[src/rtl/core/qsu_pkg.sv]
// Types and constants for the quoted string unescaper
package qsu_pkg;

	typedef enum logic [2:0] {
		PH_IDLE = 3'd0,
		PH_BODY = 3'd1,
		PH_ESC  = 3'd2,
		PH_HEX1 = 3'd3,
		PH_HEX2 = 3'd4
	} phase_t;

	typedef enum logic [1:0] {
		KIND_DATA = 2'd0,
		KIND_DONE = 2'd1,
		KIND_ERR  = 2'd2
	} kind_t;

	typedef enum logic [2:0] {
		ERR_NONE    = 3'd0,
		ERR_NOQUOTE = 3'd1,
		ERR_EOF     = 3'd2,
		ERR_NEWLINE = 3'd3,
		ERR_ESCAPE  = 3'd4,
		ERR_HEX     = 3'd5
	} err_t;

	localparam logic [7:0] CH_QUOTE  = 8'h22;
	localparam logic [7:0] CH_SQUOTE = 8'h27;
	localparam logic [7:0] CH_BSLASH = 8'h5C;
	localparam logic [7:0] CH_LF     = 8'h0A;
	localparam logic [7:0] CH_TAB    = 8'h09;
	localparam logic [7:0] CH_CR     = 8'h0D;
	localparam logic [7:0] CH_T      = 8'h74;
	localparam logic [7:0] CH_N      = 8'h6E;
	localparam logic [7:0] CH_R      = 8'h72;
	localparam logic [7:0] CH_X      = 8'h78;
	localparam logic [7:0] CH_0      = 8'h30;
	localparam logic [7:0] CH_9      = 8'h39;
	localparam logic [7:0] CH_LA     = 8'h61;
	localparam logic [7:0] CH_LF_HEX = 8'h66;
	localparam logic [7:0] CH_UA     = 8'h41;
	localparam logic [7:0] CH_UF     = 8'h46;

	localparam int ODATA_W = 16;

	typedef struct packed {
		logic       has_result;
		kind_t      kind;
		logic [7:0] byte_out;
		err_t       error_code;
		logic       last;
		phase_t     next_phase;
		logic [3:0] next_nibble;
	} dec_t;

endpackage

[src/rtl/core/qsu_decode.sv]
// Per-character decode: next phase, hex nibble and optional result
module qsu_decode
	import qsu_pkg::*;
(
	input  phase_t     phase,
	input  logic [3:0] high_nibble,
	input  logic [7:0] ch,
	input  logic       at_end,
	output dec_t       dec
);

	function automatic logic [4:0] hex_digit(input logic [7:0] c);
		logic [7:0] d;
		logic       ok;
		d  = 8'd0;
		ok = 1'b0;
		if (c >= CH_0 && c <= CH_9) begin
			d  = c - CH_0;
			ok = 1'b1;
		end else if (c >= CH_LA && c <= CH_LF_HEX) begin
			d  = c - CH_LA + 8'd10;
			ok = 1'b1;
		end else if (c >= CH_UA && c <= CH_UF) begin
			d  = c - CH_UA + 8'd10;
			ok = 1'b1;
		end
		return {ok, d[3:0]};
	endfunction

	logic [4:0] hex;

	assign hex = hex_digit(ch);

	always_comb begin
		dec.has_result  = 1'b0;
		dec.kind        = KIND_DATA;
		dec.byte_out    = 8'd0;
		dec.error_code  = ERR_NONE;
		dec.last        = 1'b0;
		dec.next_phase  = phase;
		dec.next_nibble = high_nibble;
		case (phase)
			PH_BODY: begin
				if (at_end) begin
					dec.has_result = 1'b1;
					dec.error_code = ERR_EOF;
				end else if (ch == CH_LF) begin
					dec.has_result = 1'b1;
					dec.error_code = ERR_NEWLINE;
				end else if (ch == CH_QUOTE) begin
					dec.has_result = 1'b1;
					dec.kind       = KIND_DONE;
					dec.last       = 1'b1;
					dec.next_phase = PH_IDLE;
				end else if (ch == CH_BSLASH) begin
					dec.next_phase = PH_ESC;
				end else begin
					dec.has_result = 1'b1;
					dec.byte_out   = ch;
				end
			end
			PH_ESC: begin
				dec.next_phase = PH_BODY;
				if (at_end) begin
					dec.has_result = 1'b1;
					dec.error_code = ERR_ESCAPE;
				end else begin
					case (ch)
						CH_T: begin
							dec.has_result = 1'b1;
							dec.byte_out   = CH_TAB;
						end
						CH_N: begin
							dec.has_result = 1'b1;
							dec.byte_out   = CH_LF;
						end
						CH_R: begin
							dec.has_result = 1'b1;
							dec.byte_out   = CH_CR;
						end
						CH_QUOTE, CH_SQUOTE, CH_BSLASH: begin
							dec.has_result = 1'b1;
							dec.byte_out   = ch;
						end
						CH_X: begin
							dec.next_phase  = PH_HEX1;
							dec.next_nibble = 4'd0;
						end
						default: begin
							dec.has_result = 1'b1;
							dec.error_code = ERR_ESCAPE;
						end
					endcase
				end
			end
			PH_HEX1: begin
				if (at_end || !hex[4]) begin
					dec.has_result = 1'b1;
					dec.error_code = ERR_HEX;
				end else begin
					dec.next_nibble = hex[3:0];
					dec.next_phase  = PH_HEX2;
				end
			end
			PH_HEX2: begin
				if (at_end || !hex[4]) begin
					dec.has_result = 1'b1;
					dec.error_code = ERR_HEX;
				end else begin
					dec.has_result  = 1'b1;
					dec.byte_out    = {high_nibble, hex[3:0]};
					dec.next_nibble = 4'd0;
					dec.next_phase  = PH_BODY;
				end
			end
			default: begin
				if (at_end || ch != CH_QUOTE) begin
					dec.has_result = 1'b1;
					dec.error_code = ERR_NOQUOTE;
				end else begin
					dec.next_phase  = PH_BODY;
					dec.next_nibble = 4'd0;
				end
			end
		endcase
		// any error ends the string and returns to idle
		if (dec.error_code != ERR_NONE) begin
			dec.kind        = KIND_ERR;
			dec.last        = 1'b1;
			dec.next_phase  = PH_IDLE;
			dec.next_nibble = 4'd0;
		end
	end

endmodule

[src/rtl/core/quoted_string_unescaper_core.sv]
// Top level of the quoted string unescaper: input stage, decode and result register
//
// Input channel s_axis: one character beat per handshake, tdata carries the
// character and tuser flags end of input in place of a character.
// Output channel m_axis: at most one result beat per input beat; tuser gives
// the kind (data byte, string complete, error), tdata the decoded byte and
// the error code, tlast marks the beat that ends the string.
// Throughput is one character per cycle while the receiver does not stall,
// set by the single decode step between the input register and the result register.
// Each character is decoded from the input register and its result is then
// held in the result register for m_axis; a backslash, the x and first digit
// of a \x escape and an opening quote give no result.
// Reset clears both stages and returns the decoder to awaiting an opening
// quote. When the receiver stalls, the result register holds its beat and
// the input register holds the next character; s_axis_tready drops only
// when both are full and the pending character would produce a result.
module quoted_string_unescaper_core
	import qsu_pkg::*;
(
	input  logic                 clk,
	input  logic                 arst_n,
	input  logic                 s_axis_tvalid,
	output logic                 s_axis_tready,
	input  logic [7:0]           s_axis_tdata,  // [7:0] ch
	input  logic [0:0]           s_axis_tuser,  // [0] at_end
	output logic                 m_axis_tvalid,
	input  logic                 m_axis_tready,
	output logic [ODATA_W-1:0]   m_axis_tdata,  // [7:0] byte_out, [10:8] error_code
	output logic [1:0]           m_axis_tuser,  // [1:0] kind
	output logic                 m_axis_tlast   // last
);

	logic       valid_s1;
	logic [7:0] ch_s1;
	logic       at_end_s1;

	phase_t     phase_q;
	logic [3:0] nibble_q;

	logic       m_valid_q;
	kind_t      m_kind_q;
	logic [7:0] m_byte_q;
	err_t       m_err_q;
	logic       m_last_q;

	dec_t       dec;
	logic       out_free;
	logic       s1_adv;

	qsu_decode u_decode (
		.phase       (phase_q),
		.high_nibble (nibble_q),
		.ch          (ch_s1),
		.at_end      (at_end_s1),
		.dec         (dec)
	);

	assign out_free      = !m_valid_q || m_axis_tready;
	assign s1_adv        = valid_s1 && (!dec.has_result || out_free);
	assign s_axis_tready = !valid_s1 || s1_adv;

	always_ff @(posedge clk or negedge arst_n) begin
		if (!arst_n) begin
			valid_s1 <= 1'b0;
		end else if (s_axis_tready) begin
			valid_s1 <= s_axis_tvalid;
		end
	end

	always_ff @(posedge clk) begin
		if (s_axis_tvalid && s_axis_tready) begin
			ch_s1     <= s_axis_tdata;
			at_end_s1 <= s_axis_tuser[0];
		end
	end

	always_ff @(posedge clk or negedge arst_n) begin
		if (!arst_n) begin
			phase_q  <= PH_IDLE;
			nibble_q <= 4'd0;
		end else if (s1_adv) begin
			phase_q  <= dec.next_phase;
			nibble_q <= dec.next_nibble;
		end
	end

	always_ff @(posedge clk or negedge arst_n) begin
		if (!arst_n) begin
			m_valid_q <= 1'b0;
		end else if (s1_adv && dec.has_result) begin
			m_valid_q <= 1'b1;
		end else if (m_axis_tready) begin
			m_valid_q <= 1'b0;
		end
	end

	always_ff @(posedge clk) begin
		if (s1_adv && dec.has_result) begin
			m_kind_q <= dec.kind;
			m_byte_q <= dec.byte_out;
			m_err_q  <= dec.error_code;
			m_last_q <= dec.last;
		end
	end

	assign m_axis_tvalid = m_valid_q;
	assign m_axis_tdata  = {{(ODATA_W - 11){1'b0}}, m_err_q, m_byte_q};
	assign m_axis_tuser  = m_kind_q;
	assign m_axis_tlast  = m_last_q;

endmodule

[config.mk]
export PLATFORM = sky130hd
export DESIGN_NAME = quoted_string_unescaper_core
export DESIGN_NICKNAME = d
export VERILOG_FILES = /design/src/rtl/core/qsu_pkg.sv /design/src/rtl/core/qsu_decode.sv /design/src/rtl/core/quoted_string_unescaper_core.sv
export SDC_FILE = /design/constraint.sdc
export NUM_CORES = 1
export LEC_CHECK = 0
export BUFFER_PORTS_ARGS = -buffer_cell sky130_fd_sc_hd__buf_2
export CORE_MARGIN = 2
export CORE_UTILIZATION = 55
export CTS_CLUSTER_SIZE = 24
export DETAILED_ROUTE_END_ITERATION = 8
export GPL_ROUTABILITY_DRIVEN = 0
export PLACE_DENSITY = 0.8
export SLEW_MARGIN = 40
export SYNTH_ARGS = -nofsm -noshare
export SYNTH_HDL_FRONTEND = slang
export SYNTH_SLANG_ARGS = --single-unit
[constraint.sdc]
create_clock -name clk -period 3.5 [get_ports clk]
set_clock_uncertainty 0.05 [all_clocks]
set_input_delay 0.7 -clock clk [delete_from_list [all_inputs] [get_ports clk]]
set_output_delay 0.7 -clock clk [all_outputs]
set_load 0.02 [all_outputs]
==> impl_metrics.tcl, run 1 <==
set metrics [dict create \
    dp_hpwl_mm 2.98 \
    start_util 0.588 \
    cts_sinks 32 \
    worst_pin_slew_ns 0.511 \
    place_ws_ns 0.365 \
    ant_nets 0 \
    slew_headroom 0.656 \
    endpoint "s_axis_tready" \
    critPathKind "register to output pin" \
    postLayoutSetupSlackWorst_ns 0.152 \
    drv_cap 0 \
    power_density_mw_per_mm2 628 \
    cts-root-buf "clkbuf_4" \
    path_max_fanout 6 \
    fmax_ghz 0.299 \
    chipWidth_um 64.4 \
    grt-ovfl-total 0 \
    synth-edff-count 23 \
    hold_viol_final 0 \
    rsz0062_at_grt "no" \
    whs_ns 0.147 \
    cp.arrival_ns 2.60 \
    synth_area_mm2 0.00201 \
    syn_inst 199 \
    cts_tree "done" \
    yosys-top-cells-area "edfxtp_1 (34%), dfrtp_1 (11%), nand2_1 (4.3%)" \
    min_period_ns 3.35 \
    reg2reg_depth 8 \
    die_y_um 64.4 \
    synth_top_area_frac 0.344 \
    setup_violations 0 \
    fillers 283 \
    final_cells 276 \
    grt_max_degree 15 \
    crit_required_ns 2.75 \
    rows 21 \
    via_count 1642 \
    status "finished, final reports clean" \
    grt_pass1_wl_mm 6.94 \
    io_buffers 28 \
    die-area_mm2 0.00415 \
    r2r_start "ch_s1[1]" \
    drive_gt1_frac 0.270 \
    synth_ff_type "edfxtp_1" \
    hold_path.class "input pin to async pin" \
    grt_usage 0.223 \
    dp.cells 264 \
    ys_types 62 \
    first_pass_iters 5 \
    avgSynthCellArea_um2 10.1 \
    worstSetupStartpointType "register" \
    grt_pass1_vias 1453 \
    h-tree-depth 2 \
    via_per_inst 5.95 \
    synth-seq-area-share 0.456 \
    ys_ff_latch 32 \
    regArea_um2 916 \
    rrSetupSlack_ns 0.50 \
    synth_top_area_cell "edfxtp_1" \
    vdd_drop_max_mv 0.330 \
    wl_per_cell_um 15.2 \
    leakagePower_nw 0.934 \
    crit_path_end_kind "output pin" \
    totalWireLength_mm 4.20 \
    drtIter0Drc 105 \
    area_growth_pct 11.3 \
    clock_latency_ns 0.34 \
    ioPinCount 34 \
    cts_hold_buf 0 \
    n_antenna_cell 0 \
    fin_nets 246 \
    cts_buffer_depth 2 \
    core-area_mm2 0.00342 \
    power_mw 1.40 \
    clk_pin_slew_worst_paths_ns 0.11 \
    cts_buffers 5 \
    crit_path_start "ch_s1[1]" \
    final_max_slew_viol_count 0 \
    period_share 0.957 \
    yosysWarnings 0 \
    fin_tns_setup_ns 0 \
    async_reset_ff_frac 0.281 \
    antenna_found_initial 0 \
    drc 0 \
    multi_input_area_um2 995 \
    rr_endpoint "nibble_q[1]" \
]
-- metrics by stage --
| stage | utilization | area, um^2 |
|---|---|---|
| 4_1_cts | 0.648 | 2210 |
| 2_1_floorplan | - | 2020 |
| 5_1_grt | 0.654 | 2230 |
| 3_5_place_dp | 0.628 | 2150 |
| 6_report | 0.654 | 2230 |
| 3_3_place_gp | 0.628 | 2150 |
-- how the worst min path moves through the flow --
stage                     depth (start not counted)        start  slack [ns]             to
after floorplan                                   0       arst_n        0.35  m_axis_tvalid
after global placement                            1  nibble_q[2]        0.45    nibble_q[2]
after detailed placement                          1  nibble_q[2]        0.45    nibble_q[2]
after CTS                                         1       arst_n        0.14     phase_q[1]
after global routing                              1       arst_n        0.14     phase_q[1]
final                                             1       arst_n        0.15       valid_s1
-- final cells by class --
type                            count  share of cell area
Sequential cell                    32               0.410
Clock inverter                      3             0.00616
Timing Repair Buffer               34              0.0829
Inverter                            8              0.0134
Clock buffer                        5              0.0168
Multi-Input combinational cell    148               0.445
Tap cell                           46              0.0258
-- cells by family (layout without fill, tap and decap cells) --
group | Yosys count | count (layout) | synth area share
other cells | 1 | 5 | 0.00187
flops | 32 | 32 | 0.456
fa+ha+maj | 5 | 5 | 0.0299
buf+inv | 23 | 50 | 0.0592
mux | 9 | 9 | 0.0480
xor+xnor | 5 | 5 | 0.0218
simple gates | 86 | 86 | 0.230
compound gates | 38 | 38 | 0.153
-- routing by layer --
layer	share of wire	vias to the layer above	GRT usage	wire length [um]
met5	0	-	0	0
met4	0.0074	0	0.0745	31
met3	0.092	6	0.0651	387
met2	0.49	95	0.354	2040
met1	0.41	752	0.292	1740
li1	-	789	-	-
-- cell usage after synthesis (3+ instances only) --
cell type,instances
a31oi_1,3
clkbuf_1,4
mux2_2,5
ha_1,4
a21oi_1,3
nand2_1,23
inv_1,8
o21ai_0,7
nor2_1,19
edfxtp_1,23
a22o_1,4
xor2_1,3
buf_4,5
nor3_1,9
nand4_1,3
nand2b_1,6
buf_2,5
mux2i_1,4
dfrtp_1,9
-- registers in the layout, indices dropped and copies added (netlist names), 2 cells and up --
| name | flops |
|---|---|
| m_err_q | 3 |
| nibble_q | 4 |
| m_byte_q | 8 |
| phase_q | 3 |
| ch_s1 | 8 |
| m_axis_tuser | 2 |
-- worst max-delay path, cell delays in order, from the launching register on --
cell	delay [ns]
edfxtp_1	0.47
inv_2	0.11
ha_2	0.22
or3b_2	0.46
and3_1	0.23
nor3_2	0.19
o21ai_1	0.12
or2_2	0.30
buf_2	0.16
-- what timing repair did --
action | 4_1_cts | 5_1_grt
gates resized for setup | 0 | 4
setup buffers | 2 | 2
setup endpoints to repair | 1 | 1
-- layout by cell type, fill, tap and decap left out, types with 3 or more instances in the layout --
cell and instances:
edfxtp_1 23, clkbuf_4 5, dfrtp_1 9, mux2_2 5, a21oi_1 3, xor2_1 3
a22o_1 4, ha_1 3, buf_2 28, nor3_1 8, nand4_1 3, nand2b_1 6
o21ai_0 6, nand2_1 23, mux2i_1 4, inv_1 7, nor2_1 19, a31oi_1 3
buf_4 6, conb_1 5
-- power by group --
group | switching, mW | internal, mW
clock network | 0.127 | 0.0736
logic | 0.363 | 0.220
registers | 0.0806 | 0.538
(Power assumes the default switching activity.)
==> run 2: changes to the inputs <==
- CORE_UTILIZATION: 55 -> 50
- PLACE_DENSITY: 0.8 -> 0.77
- clock period: 3.5 -> 2.9 ns (I/O delays scaled with it)
==> run 2 against run 1 <==
Count of clock-buffer cells in the layout is 1 higher. Clock power is 76% higher. Non-clock buffer count is 21 higher. Final cell count grew 9.1%.
==> impl_metrics.tcl, run 2 (synthesized netlist as in run 1, its figures left out) <==
set metrics [dict create \
    crit_path_end_kind "output pin" \
    leakagePower_nw 1.06 \
    via_per_inst 5.71 \
    cp.arrival_ns 2.20 \
    rows 23 \
    ioPinCount 34 \
    period_share 0.976 \
    fin_nets 267 \
    final_cells 301 \
    cts_tree "done" \
    setup_violations 0 \
    clk_pin_slew_worst_paths_ns 0.07 \
    status "finished, final reports clean" \
    die-area_mm2 0.00454 \
    drtIter0Drc 127 \
    dp_hpwl_mm 3.23 \
    grt_max_degree 15 \
    grt-ovfl-total 0 \
    critPathKind "register to output pin" \
    grt_pass1_wl_mm 6.93 \
    cts_buffer_depth 2 \
    grt_pass1_vias 1496 \
    cts_buffers 5 \
    grt_usage 0.210 \
    io_buffers 28 \
    crit_required_ns 2.27 \
    area_growth_pct 24.8 \
    power_density_mw_per_mm2 777 \
    fmax_ghz 0.353 \
    reg_top3 "ch_s1 x8, m_byte_q x8, nibble_q x4" \
    worstSetupStartpointType "register" \
    h-tree-depth 2 \
    fillers 310 \
    cts_hold_buf 0 \
    cts-root-buf "clkbuf_8" \
    n_antenna_cell 0 \
    min_period_ns 2.83 \
    totalWireLength_mm 4.61 \
    final_cell_mix "buf_2 (27), buf_4 (27), nand2_1 (23), edfxtp_1 (23), nor2_1 (19)" \
    via_count 1720 \
    vdd_drop_max_mv 0.464 \
    path_max_fanout 3 \
    cts_sinks 32 \
    first_pass_iters 4 \
    drc 0 \
    dp.cells 285 \
    die_y_um 67.4 \
    hold_viol_final 0 \
    drv_cap 0 \
    power_mw 1.95 \
    core-area_mm2 0.00394 \
    whs_ns 0.104 \
    chipWidth_um 67.4 \
    antenna_found_initial 0 \
    ant_nets 0 \
    wl_per_cell_um 15.3 \
    hold_path.class "input pin to async pin" \
    start_util 0.509 \
    final_max_slew_viol_count 0 \
    clock_latency_ns 0.29 \
    drive_gt1_frac 0.367 \
]
run 2: layout make-up:
cell class	instances	area (um^2)	area share
Sequential cell	32	916	0.366
Inverter	8	30.0	0.0120
Clock buffer	6	82.6	0.0330
Multi-Input combinational cell	148	1050	0.421
Tap cell	50	62.6	0.0250
Clock inverter	2	10.0	0.00400
Timing Repair Buffer	55	349	0.139
run 2: repair_timing:
action / in CTS / in global routing
setup buffers: 2 / 7
resized for setup: 10 / 9
endpoints found under the setup margin: 1 / 2
pin swaps: 1 / 6
run 2: worst paths after layout:
check | slack (ns) | depth (start not counted) | from | endpoint
setup / recovery | 0.07 | 8 | ch_s1[0] | s_axis_tready
hold / removal | 0.10 | 1 | arst_n | phase_q[0]
setup reg to reg | 0.15 | 9 | ch_s1[0] | m_axis_tlast
hold reg to reg | 0.47 | 1 | nibble_q[2] | nibble_q[2]
max in group asynchronous | 2.48 | 1 | arst_n | phase_q[1]
min in group clk | 0.41 | 1 | s_axis_tdata[3] | ch_s1[3]
run 2: per-layer routing:
| layer | part of all wire | global-route usage |
|---|---|---|
| met1 | 0.41 | 0.267 |
| met2 | 0.48 | 0.327 |
| met3 | 0.068 | 0.0367 |
| met4 | 0.046 | 0.143 |
| met5 | 0 | 0 |
run 2: stage by stage:
stage	util	cell area, um^2	TNS (ns)	setup slack, ns
floorplan	-	2020	0	0.0552
global placement	0.578	2280	0	0.172
detailed placement	0.578	2280	0	0.115
CTS	0.611	2410	0	0.00385
global route	0.635	2500	-0.0159	-0.0159
finish	0.635	2500	0	0.0692
run 2: critical path, stage by stage (launching register included):
cell	delay, ns
edfxtp_1	0.43
inv_2	0.09
ha_2	0.18
or3b_4	0.38
and3_4	0.20
nor3_4	0.19
o21ai_2	0.08
or2_4	0.24
buf_6	0.13
run 2: power breakdown:
| part | total (mW) | internal [mW] | switching (mW) |
|---|---|---|---|
| combinational | 0.884 | 0.359 | 0.526 |
| sequential | 0.709 | 0.651 | 0.0587 |
| clock | 0.354 | 0.189 | 0.165 |
==> run 3: changes to the inputs <==
- MAX_ROUTING_LAYER: not set -> met4
==> run 3 against run 2 <==
Combinational power about the same. Largest cell class unchanged. Setup slack better by 0.0038 ns. Fmax is 0.13% higher.
==> impl_metrics.tcl, run 3 (synthesized netlist as in run 1, its figures left out) <==
set metrics [dict create \
    crit_required_ns 2.27 \
    antenna_found_initial 0 \
    first_pass_iters 4 \
    path_max_fanout 7 \
    r2r_start "ch_s1[0]" \
    core-area_mm2 0.00394 \
    via_per_inst 5.82 \
    min_period_ns 2.83 \
    drive_gt1_frac 0.367 \
    reg_top3 "ch_s1 x8, m_byte_q x8, nibble_q x4" \
    final_max_slew_viol_count 0 \
    multi_input_area_mm2 0.00105 \
    die-area_mm2 0.00454 \
    ant_nets 0 \
    grt_usage 0.216 \
    leakagePower_nw 1.06 \
    rrSetupSlack_ns 0.16 \
    regArea_um2 916 \
    dp.cells 285 \
    power_density_mw_per_mm2 776 \
    cp.arrival_ns 2.20 \
    grt-ovfl-total 0 \
    grt_pass1_vias 1497 \
    clock_latency_ns 0.29 \
    period_share 0.975 \
    worstSetupStartpointType "register" \
    area_growth_pct 24.8 \
    drtIter0Drc 149 \
    cts_tree "done" \
    via_count 1753 \
    status "finished, final reports clean" \
    crit_path_end_kind "output pin" \
    power_mw 1.94 \
    cts_buffers 5 \
    wl_per_cell_um 15.4 \
    vdd_drop_max_mv 0.465 \
    reg2reg_depth 9 \
    cts-root-buf "clkbuf_8" \
    cts_buffer_depth 2 \
    setup_violations 0 \
    rows 23 \
    h-tree-depth 2 \
    dp_hpwl_mm 3.23 \
    start_util 0.509 \
    critPathKind "register to output pin" \
    grt_max_degree 15 \
    drc 0 \
    fillers 309 \
    hold_path.class "input pin to async pin" \
    hold_viol_final 0 \
    chipWidth_um 67.4 \
    totalWireLength_mm 4.63 \
    rr_endpoint "m_axis_tlast" \
    final_cell_mix "buf_2 (27), buf_4 (27), nand2_1 (23), edfxtp_1 (23), nor2_1 (19)" \
    final_cells 301 \
    fin_nets 267 \
    cts_hold_buf 0 \
    n_antenna_cell 0 \
    drv_cap 0 \
    die_y_um 67.4 \
    io_buffers 28 \
    cts_sinks 32 \
    fin_tns_setup_ns 0 \
    ioPinCount 34 \
    fmax_ghz 0.354 \
    grt_pass1_wl_mm 6.93 \
    clk_pin_slew_worst_paths_ns 0.06 \
]
-- run 3: cell counts in the layout (fill, tap and decap cells not counted) --
No cell type changed its count.
-- run 3: where the power goes --
| part | internal, mW | leakage, nW | switching (mW) | total [mW] |
|---|---|---|---|---|
| combinational | 0.359 | 0.666 | 0.523 | 0.881 |
| sequential | 0.651 | 0.340 | 0.0585 | 0.709 |
| clock | 0.189 | 0.0510 | 0.163 | 0.352 |
-- run 3: metal layers --
| metal | track usage | wire (um) | vias up |
|---|---|---|---|
| li1 | - | - | 824 |
| met1 | 0.267 | 1820 | 805 |
| met2 | 0.327 | 2150 | 97 |
| met3 | 0.0367 | 379 | 27 |
| met4 | 0.143 | 280 | 0 |
| met5 | - | 0 | - |
-- run 3: through the flow --
stage | cell area [um^2] | util | worst slack [ns] | hold slack [ns]
5_1_grt | 2500 | 0.635 | -0.0157 | 0.111
3_5_place_dp | 2280 | 0.578 | 0.115 | 0.409
6_report | 2500 | 0.635 | 0.0729 | 0.101
4_1_cts | 2410 | 0.611 | 0.00385 | 0.104
3_3_place_gp | 2280 | 0.578 | 0.172 | 0.405
2_1_floorplan | 2020 | - | 0.0552 | 0.234
-- run 3: final cells by class --
cell class | instances | area share
multi-input cells | 148 | 0.421
clock inverters | 2 | 0.00400
well taps | 50 | 0.0250
inverters | 8 | 0.0120
flip-flops and latches | 32 | 0.366
clock buffers | 6 | 0.0330
repair buffers | 55 | 0.139
-- run 3: how the worst max path moves through the flow --
stage                   from       endpoint  slack [ns]  cells after the start
global route        ch_s1[0]  s_axis_tready       -0.02                      9
detailed placement  ch_s1[0]   m_axis_tlast        0.12                      9
CTS                 ch_s1[0]  s_axis_tready       0.004                      8
floorplan           ch_s1[0]   m_axis_tlast        0.06                      7
global placement    ch_s1[0]  s_axis_tready        0.17                      8
finish              ch_s1[2]  s_axis_tready        0.07                      7
-- run 3: repair_timing --
action | in CTS | in global routing
resized for setup | 10 | 9
hold endpoints to repair | 0 | 0
buffers inserted | 2 | 7
endpoints found under the setup margin | 1 | 2
cloned | 0 | 0
pin swaps | 1 | 6
-- run 3: worst max-delay path: stages (launching register included) --
cell and delay, ns:
edfxtp_1 0.49, buf_4 0.19, or3b_4 0.38, and3_4 0.20, nor3_4 0.19, o21ai_2 0.08
or2_4 0.24, buf_6 0.13
